==> config.mk <==
export PLATFORM = sky130hd
export DESIGN_NAME = motor_link_frame_engine
export DESIGN_NICKNAME = d
export VERILOG_FILES = /design/src/rtl/mlfe_pkg.sv /design/src/rtl/motor_link_frame_engine.sv /design/src/rtl/mlfe_front.sv /design/src/rtl/mlfe_queue.sv /design/src/rtl/mlfe_back.sv
export SDC_FILE = /design/constraint.sdc
export NUM_CORES = 1
export LEC_CHECK = 0
export BUFFER_PORTS_ARGS = -buffer_cell sky130_fd_sc_hd__buf_4
export CAP_MARGIN = 20
export CORE_ASPECT_RATIO = 0.6
export CORE_UTILIZATION = 62
export CTS_CLUSTER_DIAMETER = 200
export CTS_CLUSTER_SIZE = 14
export DETAILED_ROUTE_END_ITERATION = 8
export PLACE_DENSITY = 0.91
export SYNTH_ARGS = -nofsm -noshare
export SYNTH_HDL_FRONTEND = slang
export SYNTH_SLANG_ARGS = --single-unit
==> constraint.sdc <==
create_clock -name clk -period 16.15 [get_ports clk]
set_clock_uncertainty 0.05 [all_clocks]
set_input_delay 3.23 -clock clk [delete_from_list [all_inputs] [get_ports clk]]
set_output_delay 3.23 -clock clk [all_outputs]
set_load 0.02 [all_outputs]
==> src/rtl/mlfe_pkg.sv <==
// shared types and constants of the motor link frame engine
package mlfe_pkg;

  localparam logic [1:0] CMD_SEND = 2'd0;
  localparam logic [1:0] CMD_BYTE = 2'd1;
  localparam logic [1:0] CMD_TICK = 2'd2;

  localparam logic [1:0] VERD_OK      = 2'd0;
  localparam logic [1:0] VERD_OPCODE  = 2'd1;
  localparam logic [1:0] VERD_CSUM    = 2'd2;
  localparam logic [1:0] VERD_TIMEOUT = 2'd3;

  localparam logic [7:0] START_BYTE = 8'hAA;
  localparam logic [7:0] OP_LVC     = 8'h60;
  localparam logic [7:0] OP_STATUS  = 8'h40;
  localparam logic [7:0] OP_CURRENT = 8'h41;
  localparam logic [7:0] OP_VOLTAGE = 8'h42;

  localparam logic [2:0] LEN_SHORT = 3'd4;
  localparam logic [2:0] LEN_LONG  = 3'd5;

  localparam logic [15:0] TIMEOUT_RESET = 16'd100;

  // scale factors and reciprocals, exact for the full product range
  localparam logic [6:0]  MUL_CURRENT = 7'd100;
  localparam logic [6:0]  MUL_VOLTAGE = 7'd10;
  localparam logic [23:0] RCP_CURRENT = 24'd15561476;
  localparam logic [23:0] RCP_VOLTAGE = 24'd1198373;

  typedef enum logic [1:0] {
    SC_NONE,
    SC_CURRENT,
    SC_VOLTAGE
  } scale_t;

  typedef struct packed {
    logic        is_send;
    logic [7:0]  opcode;
    logic [15:0] data;
    logic [1:0]  verdict;
    scale_t      scale;
  } job_t;

  typedef enum logic [2:0] {
    BK_IDLE,
    BK_TX,
    BK_MUL,
    BK_DIV,
    BK_VERD
  } back_state_t;

endpackage

==> src/rtl/motor_link_frame_engine.sv <==
// motor link frame engine top level
//
//  channel  direction  handshake             word
//  in_      input      in_valid/in_ready     cmd, opcode, payload, rx_byte
//  out_     output     out_valid/out_ready   kind, tx_byte, tx_last, verdict, values
//  cfg_     input      cfg_we                16-bit timeout in ticks
//
// an input word is taken every cycle while the two-entry job queue has room
// a send drains as 3 to 5 output words, one per cycle unless the output stalls, from the back end
// a verdict passes through scale multiply, then reciprocal multiply, then output
// synchronous active-low reset; no clearing pass
// output stalls back up through the queue to in_ready
module motor_link_frame_engine import mlfe_pkg::*; (
  input  logic        clk,
  input  logic        rst_n,
  input  logic        cfg_we,
  input  logic [15:0] cfg_wdata,
  input  logic        in_valid,
  output logic        in_ready,
  input  logic [1:0]  in_cmd,
  input  logic [7:0]  in_opcode,
  input  logic [15:0] in_payload,
  input  logic [7:0]  in_rx_byte,
  output logic        out_valid,
  input  logic        out_ready,
  output logic        out_kind,
  output logic [7:0]  out_tx_byte,
  output logic        out_tx_last,
  output logic [1:0]  out_verdict,
  output logic [15:0] out_resp_value,
  output logic [15:0] out_scaled_value
);

  logic q_full;
  logic q_valid;
  logic push;
  logic pop;
  job_t push_job;
  job_t pop_job;

  assign in_ready = !q_full;

  mlfe_front u_front (
    .clk       (clk),
    .rst_n     (rst_n),
    .cfg_we    (cfg_we),
    .cfg_wdata (cfg_wdata),
    .acc       (in_valid && in_ready),
    .cmd       (in_cmd),
    .opcode    (in_opcode),
    .payload   (in_payload),
    .rx_byte   (in_rx_byte),
    .push      (push),
    .job       (push_job)
  );

  mlfe_queue u_queue (
    .clk      (clk),
    .rst_n    (rst_n),
    .push     (push),
    .push_job (push_job),
    .full     (q_full),
    .pop      (pop),
    .valid    (q_valid),
    .pop_job  (pop_job)
  );

  mlfe_back u_back (
    .clk              (clk),
    .rst_n            (rst_n),
    .q_valid          (q_valid),
    .q_job            (pop_job),
    .pop              (pop),
    .out_valid        (out_valid),
    .out_ready        (out_ready),
    .out_kind         (out_kind),
    .out_tx_byte      (out_tx_byte),
    .out_tx_last      (out_tx_last),
    .out_verdict      (out_verdict),
    .out_resp_value   (out_resp_value),
    .out_scaled_value (out_scaled_value)
  );

endmodule

==> src/rtl/mlfe_front.sv <==
// front end: accepts words, tracks the response frame and issues jobs
module mlfe_front import mlfe_pkg::*; (
  input  logic        clk,
  input  logic        rst_n,
  input  logic        cfg_we,
  input  logic [15:0] cfg_wdata,
  input  logic        acc,
  input  logic [1:0]  cmd,
  input  logic [7:0]  opcode,
  input  logic [15:0] payload,
  input  logic [7:0]  rx_byte,
  output logic        push,
  output job_t        job
);

  logic [15:0] timeout_r;
  logic [7:0]  exp_op_r, exp_op_nxt;
  logic [2:0]  exp_len_r, exp_len_nxt;
  logic [2:0]  cnt_r, cnt_nxt;
  logic [7:0]  sum_r, sum_nxt;
  logic        await_r, await_nxt;
  logic [15:0] tick_r, tick_nxt;
  logic [7:0]  b1_r, b1_nxt;
  logic [7:0]  b2_r, b2_nxt;
  logic [7:0]  b3_r, b3_nxt;
  logic [15:0] tick_inc;

  always_comb begin
    exp_op_nxt  = exp_op_r;
    exp_len_nxt = exp_len_r;
    cnt_nxt     = cnt_r;
    sum_nxt     = sum_r;
    await_nxt   = await_r;
    tick_nxt    = tick_r;
    b1_nxt      = b1_r;
    b2_nxt      = b2_r;
    b3_nxt      = b3_r;
    push        = 1'b0;
    job         = '0;
    tick_inc    = (tick_r == 16'hFFFF) ? tick_r : tick_r + 16'd1;
    if (acc) begin
      case (cmd)
        CMD_SEND: begin
          push        = 1'b1;
          job.is_send = 1'b1;
          job.opcode  = opcode;
          job.data    = payload;
          exp_op_nxt  = opcode;
          exp_len_nxt = (opcode == OP_LVC || opcode == OP_STATUS || opcode == OP_VOLTAGE)
                        ? LEN_LONG : LEN_SHORT;
          cnt_nxt     = 3'd0;
          sum_nxt     = 8'd0;
          tick_nxt    = 16'd0;
          await_nxt   = 1'b1;
        end
        CMD_BYTE: begin
          if (await_r && cnt_r < exp_len_r) begin
            if (cnt_r == 3'd1) b1_nxt = rx_byte;
            if (cnt_r == 3'd2) b2_nxt = rx_byte;
            if (cnt_r == 3'd3) b3_nxt = rx_byte;
            if (cnt_r >= 3'd1 && ({1'b0, cnt_r} + 4'd2) <= {1'b0, exp_len_r})
              sum_nxt = sum_r + rx_byte;
            cnt_nxt = cnt_r + 3'd1;
            if (cnt_nxt == exp_len_r) begin
              await_nxt  = 1'b0;
              push       = 1'b1;
              job.opcode = exp_op_r;
              if (b1_r != exp_op_r) begin
                job.verdict = VERD_OPCODE;
              end else if (rx_byte != sum_r) begin
                job.verdict = VERD_CSUM;
              end else begin
                job.verdict = VERD_OK;
                job.data    = (exp_len_r == LEN_LONG) ? {b2_r, b3_r} : {8'd0, b2_r};
                if (exp_op_r == OP_CURRENT) job.scale = SC_CURRENT;
                else if (exp_op_r == OP_VOLTAGE) job.scale = SC_VOLTAGE;
              end
            end
          end
        end
        CMD_TICK: begin
          if (await_r) begin
            tick_nxt = tick_inc;
            if (tick_inc >= timeout_r) begin
              await_nxt   = 1'b0;
              push        = 1'b1;
              job.opcode  = exp_op_r;
              job.verdict = VERD_TIMEOUT;
            end
          end
        end
        default: begin
        end
      endcase
    end
  end

  always_ff @(posedge clk) begin
    if (!rst_n) begin
      timeout_r <= TIMEOUT_RESET;
      exp_op_r  <= 8'd0;
      exp_len_r <= LEN_SHORT;
      cnt_r     <= 3'd0;
      sum_r     <= 8'd0;
      await_r   <= 1'b0;
      tick_r    <= 16'd0;
    end else begin
      if (cfg_we) timeout_r <= cfg_wdata;
      exp_op_r  <= exp_op_nxt;
      exp_len_r <= exp_len_nxt;
      cnt_r     <= cnt_nxt;
      sum_r     <= sum_nxt;
      await_r   <= await_nxt;
      tick_r    <= tick_nxt;
    end
  end

  always_ff @(posedge clk) begin
    b1_r <= b1_nxt;
    b2_r <= b2_nxt;
    b3_r <= b3_nxt;
  end

endmodule

==> src/rtl/mlfe_queue.sv <==
// two-entry job queue between front and back
module mlfe_queue import mlfe_pkg::*; (
  input  logic clk,
  input  logic rst_n,
  input  logic push,
  input  job_t push_job,
  output logic full,
  input  logic pop,
  output logic valid,
  output job_t pop_job
);

  job_t       mem [2];
  logic       wr_ptr_r;
  logic       rd_ptr_r;
  logic [1:0] count_r;

  assign full    = (count_r == 2'd2);
  assign valid   = (count_r != 2'd0);
  assign pop_job = mem[rd_ptr_r];

  always_ff @(posedge clk) begin
    if (push) mem[wr_ptr_r] <= push_job;
  end

  always_ff @(posedge clk) begin
    if (!rst_n) begin
      wr_ptr_r <= 1'b0;
      rd_ptr_r <= 1'b0;
      count_r  <= 2'd0;
    end else begin
      if (push) wr_ptr_r <= ~wr_ptr_r;
      if (pop) rd_ptr_r <= ~rd_ptr_r;
      case ({push, pop})
        2'b10:   count_r <= count_r + 2'd1;
        2'b01:   count_r <= count_r - 2'd1;
        default: count_r <= count_r;
      endcase
    end
  end

endmodule

==> src/rtl/mlfe_back.sv <==
// back end: serializes request frames and scales response verdicts
module mlfe_back import mlfe_pkg::*; (
  input  logic        clk,
  input  logic        rst_n,
  input  logic        q_valid,
  input  job_t        q_job,
  output logic        pop,
  output logic        out_valid,
  input  logic        out_ready,
  output logic        out_kind,
  output logic [7:0]  out_tx_byte,
  output logic        out_tx_last,
  output logic [1:0]  out_verdict,
  output logic [15:0] out_resp_value,
  output logic [15:0] out_scaled_value
);

  back_state_t state_r, state_nxt;
  job_t        job_r;
  logic [2:0]  idx_r;
  logic [22:0] prod_r;
  logic [15:0] quot_r;

  logic        out_valid_r;
  logic        kind_r;
  logic [7:0]  tx_byte_r;
  logic        tx_last_r;
  logic [1:0]  verdict_r;
  logic [15:0] resp_r;
  logic [15:0] scaled_r;

  logic        out_free;
  logic        emit_tx;
  logic        emit_vd;
  logic        done;
  logic [2:0]  ndata;
  logic        is_last;
  logic [7:0]  tx_byte;
  logic [7:0]  tx_sum;
  logic [6:0]  mul_k;
  logic [23:0] rcp;
  logic [46:0] full_prod;

  // frame byte selection
  always_comb begin
    if (job_r.opcode == OP_LVC) ndata = 3'd2;
    else if (job_r.opcode == OP_STATUS || job_r.opcode == OP_CURRENT ||
             job_r.opcode == OP_VOLTAGE) ndata = 3'd0;
    else ndata = 3'd1;
    case (ndata)
      3'd2:    tx_sum = job_r.opcode + job_r.data[15:8] + job_r.data[7:0];
      3'd1:    tx_sum = job_r.opcode + job_r.data[7:0];
      default: tx_sum = job_r.opcode;
    endcase
    is_last = (idx_r == ndata + 3'd2);
    case (idx_r)
      3'd0: tx_byte = START_BYTE;
      3'd1: tx_byte = job_r.opcode;
      3'd2: begin
        if (ndata == 3'd2) tx_byte = job_r.data[15:8];
        else if (ndata == 3'd1) tx_byte = job_r.data[7:0];
        else tx_byte = tx_sum;
      end
      3'd3: tx_byte = (ndata == 3'd2) ? job_r.data[7:0] : tx_sum;
      default: tx_byte = tx_sum;
    endcase
  end

  // scaling datapath
  always_comb begin
    mul_k     = (job_r.scale == SC_CURRENT) ? MUL_CURRENT : MUL_VOLTAGE;
    rcp       = (job_r.scale == SC_CURRENT) ? RCP_CURRENT : RCP_VOLTAGE;
    full_prod = {24'd0, prod_r} * {23'd0, rcp};
  end

  // outputs
  always_comb begin
    out_free = !out_valid_r || out_ready;
    emit_tx  = (state_r == BK_TX) && out_free;
    emit_vd  = (state_r == BK_VERD) && out_free;
    done     = (emit_tx && is_last) || emit_vd;
    pop      = q_valid && ((state_r == BK_IDLE) || done);
  end

  // next state
  always_comb begin
    state_nxt = state_r;
    case (state_r)
      BK_IDLE: begin
        if (pop) state_nxt = q_job.is_send ? BK_TX : BK_MUL;
      end
      BK_TX: begin
        if (emit_tx && is_last) begin
          if (pop) state_nxt = q_job.is_send ? BK_TX : BK_MUL;
          else state_nxt = BK_IDLE;
        end
      end
      BK_MUL:  state_nxt = BK_DIV;
      BK_DIV:  state_nxt = BK_VERD;
      BK_VERD: begin
        if (emit_vd) begin
          if (pop) state_nxt = q_job.is_send ? BK_TX : BK_MUL;
          else state_nxt = BK_IDLE;
        end
      end
      default: state_nxt = BK_IDLE;
    endcase
  end

  always_ff @(posedge clk) begin
    if (!rst_n) begin
      state_r     <= BK_IDLE;
      out_valid_r <= 1'b0;
    end else begin
      state_r <= state_nxt;
      if (emit_tx || emit_vd) out_valid_r <= 1'b1;
      else if (out_ready) out_valid_r <= 1'b0;
    end
  end

  always_ff @(posedge clk) begin
    if (pop) begin
      job_r <= q_job;
      idx_r <= 3'd0;
    end else if (emit_tx) begin
      idx_r <= idx_r + 3'd1;
    end
    if (state_r == BK_MUL) prod_r <= {7'd0, job_r.data} * {16'd0, mul_k};
    if (state_r == BK_DIV) begin
      case (job_r.scale)
        SC_CURRENT: quot_r <= full_prod[45:30];
        SC_VOLTAGE: quot_r <= full_prod[39:24];
        default:    quot_r <= job_r.data;
      endcase
    end
    if (emit_tx) begin
      kind_r    <= 1'b0;
      tx_byte_r <= tx_byte;
      tx_last_r <= is_last;
      verdict_r <= VERD_OK;
      resp_r    <= 16'd0;
      scaled_r  <= 16'd0;
    end else if (emit_vd) begin
      kind_r    <= 1'b1;
      tx_byte_r <= 8'd0;
      tx_last_r <= 1'b0;
      verdict_r <= job_r.verdict;
      resp_r    <= job_r.data;
      scaled_r  <= quot_r;
    end
  end

  assign out_valid        = out_valid_r;
  assign out_kind         = kind_r;
  assign out_tx_byte      = tx_byte_r;
  assign out_tx_last      = tx_last_r;
  assign out_verdict      = verdict_r;
  assign out_resp_value   = resp_r;
  assign out_scaled_value = scaled_r;

endmodule

==> results of run 1 <==
## flip-flops by register name, indices dropped and copies added, names as in the netlist, 16 cells and up, named ones only
register	cells
u_back.quot_r	16
u_front.timeout_r	16
u_back.out_scaled_value	16
u_back.prod_r	22
u_back.job_r	28
u_front.tick_r	16
u_back.out_resp_value	16
u_queue.mem	58
## final cells by class
type / count / share of cell area
tap: 560 / 0.0252
inverter: 514 / 0.0694
antenna: 1 / 0.0000900
multi-input combinational: 1734 / 0.610
timing repair buffer: 111 / 0.0303
clock buffer: 38 / 0.0220
sequential: 257 / 0.242
clock inverter: 2 / 0.000991
## layer usage
metal | vias to the layer above | global-route usage | share of wire
li1 | 8518 | - | -
met1 | 9182 | 0.474 | 0.42
met2 | 1098 | 0.481 | 0.42
met3 | 142 | 0.127 | 0.14
met4 | 4 | 0.0575 | 0.023
met5 | - | 0.0191 | 0.0018
## kinds of logic after synthesis
kind of cell	after synthesis
mux	55
flops	257
buf+inv	591
xor+xnor	84
other cells	2
compound gates	362
simple gates	546
fa+ha+maj	664
## metrics by stage
step	util	cell area, sq um	std cells	hold WS (ps)
after floorplan	-	25900	2582	408
after global placement	0.666	27100	3174	396
after detailed placement	0.666	27100	3174	401
after CTS	0.682	27800	3214	411
after global routing	0.682	27800	3216	431
final	0.682	27800	3217	411
## cells in the final DEF, fill, tap and decap left out, drive strengths merged, types with 6 or more instances in the layout
cell type  netlist  layout
nor3b            6       6
a21oi          125     125
and2            33      33
a21boi          22      22
ha             376     376
xor2            28      28
mux2i           16      16
nor4             7       7
clkbuf          70      38
nand2          210     210
a21o            30      30
nor2b           54      54
nor2            94      94
buf              7     111
inv            513     514
edfxtp         157     157
a22oi           32      32
a31oi            7       7
o21bai          15      15
conb             2      23
nand3           32      32
nor3            19      19
fa             288     288
a221oi           7       7
nand2b          32      32
and3            10      10
a211oi           7       7
mux2            39      39
dfxtp          100     100
o211ai          14      14
or2             24      24
o21ai           50      50
xnor2           56      56
o221ai           6       6
nand4            7       7
## how the worst max path moves through the flow
stage / from / end / slack, ps / cells after the start
3_3_place_gp: u_back.job_r[1] / u_back.quot_r[10] / 7960 / 29
4_1_cts: u_back.job_r[1] / u_back.quot_r[15] / 7580 / 28
2_1_floorplan: u_back.job_r[1] / u_back.quot_r[14] / 8760 / 29
5_1_grt: u_back.job_r[1] / u_back.quot_r[15] / 7080 / 30
3_5_place_dp: u_back.job_r[1] / u_back.quot_r[15] / 7640 / 26
6_report: u_back.job_r[1] / u_back.quot_r[15] / 7360 / 27
## worst max-delay path, delay by kind of cell, from the launching register on
family	cells	cell delay, ps
adders and majority gates	9	3880
and+or+nand+nor	7	2060
DFF	1	430
buffers and inverters	6	1160
AOI/OAI and AO/OA	5	980
==> metrics.yaml, run 1 <==
outcome:
  status: "finished, final reports clean"
min_path:
  hold_path.class: "reg -> reg"
  hold_end: "u_back.out_resp_value[3]"
  hp-start: "u_back.out_resp_value[3]"
  whs_path_depth: 2
route:
  wl_per_cell_um: 21.3
  antenna_left: 0
  vias: 18900
  via_per_inst: 5.89
  route.detailed.drc: 0
  drt_first_pass_iters: 8
  drt-total-wl_um: 68400
  drt_iter0_markers: 1923
sta:
  finalCriticalPeriod_ps: 8790
  tightest_slew_ps: 1090
  layout_setup_ws_ps: 7360
  timing_hold_violations_final: 0
  fmax_mhz: 114
  period_share: 0.544
  rsz0062_at_grt: "false"
  setup_viol: 0
  maxSlewHeadroom: 0.271
  finalSetupTns_ps: 0
  slew_viol_final: 0
global_route:
  track_usage: 0.331
  grt_pass1_wl_um: 107000
  grt_max_degree: 95
  grt_overflow: 0
  antenna_found_initial: 1
  grt_pass1_vias: 19400
critical_path:
  crit_required_ps: 16450
  critPathMostFrequentCell: "fa_1"
  ff2ff_setup_slack_ps: 7360
  worst_ep_arrival_time_ps: 9090
  endpoint_kind: "register"
  max_stage_delay_ps: 730
  reg2reg_depth: 27
  crit_path_top_delay_cell: "buf_4"
  critPathMaxFanout: 94
  critPathLaunchType: "register"
  path_class: "reg -> reg"
  rr_startpoint: "u_back.job_r[1]"
  r2r-end: "u_back.quot_r[15]"
synth:
  synth_edf_count: 157
  syn_area_per_cell_sq_um: 10.1
  netlist-cell-type-count: 78
  syn-cell-area_sq_mm: 0.0258
  synthAdderAreaFrac: 0.406
  synth_top_family_by_area: "adder cells"
  synth_most_common_cell: "inv_1"
  synthArstFlopShare: 0
  ys_top_cells_by_count: "512 x inv_1, 376 x ha_1, 288 x fa_1"
  synth_area_leader_cell: "fa_1"
  synth-seq-cells: 257
  synth_top_area_frac: 0.223
  synth_mux_area_frac: 0.0232
  yosysWarnings: 0
  synth_compound_area_frac: 0.0925
  synthSimpleGateAreaFrac: 0.103
  postSynthCellCount: 2561
  yosys-top-cells-area: "fa_1 22%, edfxtp_1 18%, ha_1 18%, dfxtp_1 7.8%, inv_1 7.4%"
  synthFlopType: "edfxtp_1"
  synth_xor_xnor_area_share: 0.0285
  ys_seq_area_frac: 0.260
place:
  place.gp.congestion: 1.01
  dpl.hpwl_um: 55200
  pre_cts_slack_ps: 7640
  placement.io_buffers: 100
die:
  io_pins: 101
  die_w_um: 265
  rows: 57
  dieArea_sq_mm: 0.0425
  start_util: 0.634
  die_h_um: 160
  coreArea_sq_mm: 0.0407
cts:
  cts_resized: 0
  clkSinkCount: 257
  cts_buffers: 22
  clkTransAtPathRegs_ps: 80
  hold_buffers: 0
  cts_tree: "yes"
  clk_root_buffer_cell: "clkbuf_16"
  cts_setup_buffers: 0
  insertion_delay_ps: 540
  cts_max_path_buffers: 3
  h-tree-depth: 1
finish:
  final_layout_size_suffix_gt1_frac: 0.0832
  areaGrowthSynthToFinish_pct: 7.72
  ff_latch_area_sq_mm: 0.00672
  num-fill-cells: 2918
  multi_input_area_sq_mm: 0.0170
  nNetsFinal: 3359
job:
  cap_viol_max_count: 0
Power of run 1 is not shown: default switching activity piles up to over one toggle a cycle in this logic, so the estimate is an artifact.
==> run 2, diff against run 1 <==
==> constraint.sdc (replaced) <==
create_clock -name clk -period 9 [get_ports clk]
set_clock_uncertainty 0.05 [all_clocks]
set_input_delay 1.8 -clock clk [delete_from_list [all_inputs] [get_ports clk]]
set_output_delay 1.8 -clock clk [all_outputs]
set_load 0.02 [all_outputs]
==> run 2 against run 1 <==
Net effect:
- non-clock buffer count rose by 3
- final cell count barely moved
- die area did not move
- via count fell by 0.38%
- worst setup slack got worse by 6600 ps
- register-to-register slack got worse by 6600 ps
- critical endpoint unchanged
==> metrics.yaml, run 2 (same netlist as run 1, synthesis figures left out) <==
sta:
  slew_viol_final: 0  # unchanged
  tightest_slew_ps: 1030  # was 1090 ps
  fmax_mhz: 121  # was 114 MHz
  maxSlewHeadroom: 0.316  # was 0.271
  period_share: 0.915  # was 0.544
  rsz0062_at_grt: "false"  # unchanged
  finalSetupTns_ps: 0  # unchanged
  setup_viol: 0  # unchanged
  finalCriticalPeriod_ps: 8240  # was 8790 ps
  timing_hold_violations_final: 0  # unchanged
cts:
  clkTransAtPathRegs_ps: 90  # was 80 ps
  insertion_delay_ps: 560  # was 540 ps
  cts_buffers: 22  # unchanged
  cts_setup_buffers: 0  # unchanged
  cts_tree: "yes"  # unchanged
  cts_resized: 0  # unchanged
  clk_root_buffer_cell: "clkbuf_16"  # unchanged
  h-tree-depth: 1  # unchanged
  cts_max_path_buffers: 3  # unchanged
  hold_buffers: 0  # unchanged
  clkSinkCount: 257  # unchanged
global_route:
  grt_pass1_vias: 19700  # was 19400
  grt_overflow: 0  # unchanged
  track_usage: 0.333  # was 0.331
  antenna_found_initial: 0  # was 1
  use_met3: 0.119  # was 0.127
  top_usage_layer: "met2"  # unchanged
  gr-usage-met2: 0.483  # was 0.481
  grtUsageMet1: 0.473  # was 0.474
  grt_max_degree: 66  # was 95
  grt_pass1_wl_um: 108000  # was 107000 um
die:
  dieArea_sq_mm: 0.0425  # unchanged
  die_w_um: 265  # unchanged
  start_util: 0.634  # unchanged
  coreArea_sq_mm: 0.0407  # unchanged
  io_pins: 101  # unchanged
  die_h_um: 160  # unchanged
  rows: 57  # unchanged
min_path:
  whs_path_depth: 2  # unchanged
  hold_path.class: "reg -> reg"  # unchanged
route:
  route.detailed.drc: 0  # unchanged
  drt_first_pass_iters: 8  # unchanged
  via_per_inst: 5.86  # was 5.89
  drt-total-wl_um: 68700  # was 68400 um
  antenna_left: 0  # unchanged
  drt_iter0_markers: 2123  # was 1923
  wl_per_cell_um: 21.4  # was 21.3 um
  vias: 18900  # about the same
critical_path:
  worst_ep_arrival_time_ps: 8550  # was 9090 ps
  cp.depth: 26  # was 27
  crit_required_ps: 9310  # was 16450 ps
  path_class: "reg -> reg"  # unchanged
  critPathMaxFanout: 34  # was 94
  critical-path-top-delay-family: "adder cells"  # unchanged
  critPathLaunchType: "register"  # unchanged
  crit_path_top_delay_cell: "ha_2"  # was buf_4
  max_stage_delay_ps: 660  # was 730 ps
  ff2ff_setup_slack_ps: 760  # was 7360 ps
  endpoint_kind: "register"  # unchanged
  critPathBufInv: 5  # was 6
  reg2reg_depth: 26  # was 27
  critPathMostFrequentCell: "fa_1"  # unchanged
finish:
  ff_latch_area_sq_mm: 0.00672  # unchanged
  areaGrowthSynthToFinish_pct: 7.82  # was 7.72%
  final_layout_size_suffix_gt1_frac: 0.0843  # was 0.0832
  layout_common_cells: "512 x inv_1, 375 x ha_1, 288 x fa_1"  # unchanged
  top_register: "u_queue.mem"  # unchanged
  reg_top3: "u_queue.mem: 58 flops, u_back.job_r: 28 flops, u_back.prod_r: 22 flops"  # unchanged
  layout_commonest_cell: "inv_1"  # unchanged
  n_antenna_cell: 0  # was 1
  num-fill-cells: 2924  # was 2918
  largest_reg_flops: 58  # unchanged
  multi_input_area_sq_mm: 0.0170  # unchanged
  nNetsFinal: 3362  # was 3359
place:
  placement.io_buffers: 100  # unchanged
  dpl.hpwl_um: 55200  # about the same
  place.gp.congestion: 1.04  # was 1.01
job:
  cap_viol_max_count: 0  # unchanged
outcome:
  status: "finished, final reports clean"  # unchanged
-- run 2: changes by cell type in the layout (fill, tap and decap cells not counted), sizes merged --
cell,delta
buf,+3
clkbuf,-1
diode,-1
-- run 2: cell type report --
type,count,share of cell area
Clock buffer,37,0.0218
Tap cell,560,0.0252
Clock inverter,2,0.00148
Multi-Input combinational cell,1734,0.610
Sequential cell,257,0.241
Timing Repair Buffer,114,0.0309
Inverter,514,0.0694
-- run 2: path summary, 6_finish.rpt --
check,to,start
hold reg to reg,u_back.out_resp_value[7],u_back.out_resp_value[7]
setup reg to reg,u_back.quot_r[15],u_back.job_r[1]
hold / removal,u_back.out_resp_value[7],u_back.out_resp_value[7]
setup / recovery,u_back.quot_r[15],u_back.job_r[1]
-- run 2: worst min-delay path, stage by stage, from the launching register on --
cell,delay [ps]
dfxtp_1,310
nand2_1,50
a21oi_1,50
-- run 2: stage by stage --
| step | area (sq um) | hold slack (ps) | setup slack [ps] | instances | util |
|---|---|---|---|---|---|
| finish | 27800 | 414 | 762 | 3218 | 0.683 |
| global route | 27800 | 440 | 440 | 3218 | 0.683 |
| CTS | 27800 | 416 | 857 | 3215 | 0.682 |
| detailed placement | 27100 | 401 | 890 | 3176 | 0.666 |
| global placement | 27100 | 394 | 1150 | 3175 | 0.666 |
| floorplan | 25900 | 408 | 1610 | 2582 | - |
-- run 2: per-layer routing --
layer,vias to the layer above,share of wire
li1,8516,-
met1,9158,0.41
met2,1063,0.42
met3,133,0.14
met4,2,0.026
met5,-,0.00093
Power of run 2 is left out for the same reason.
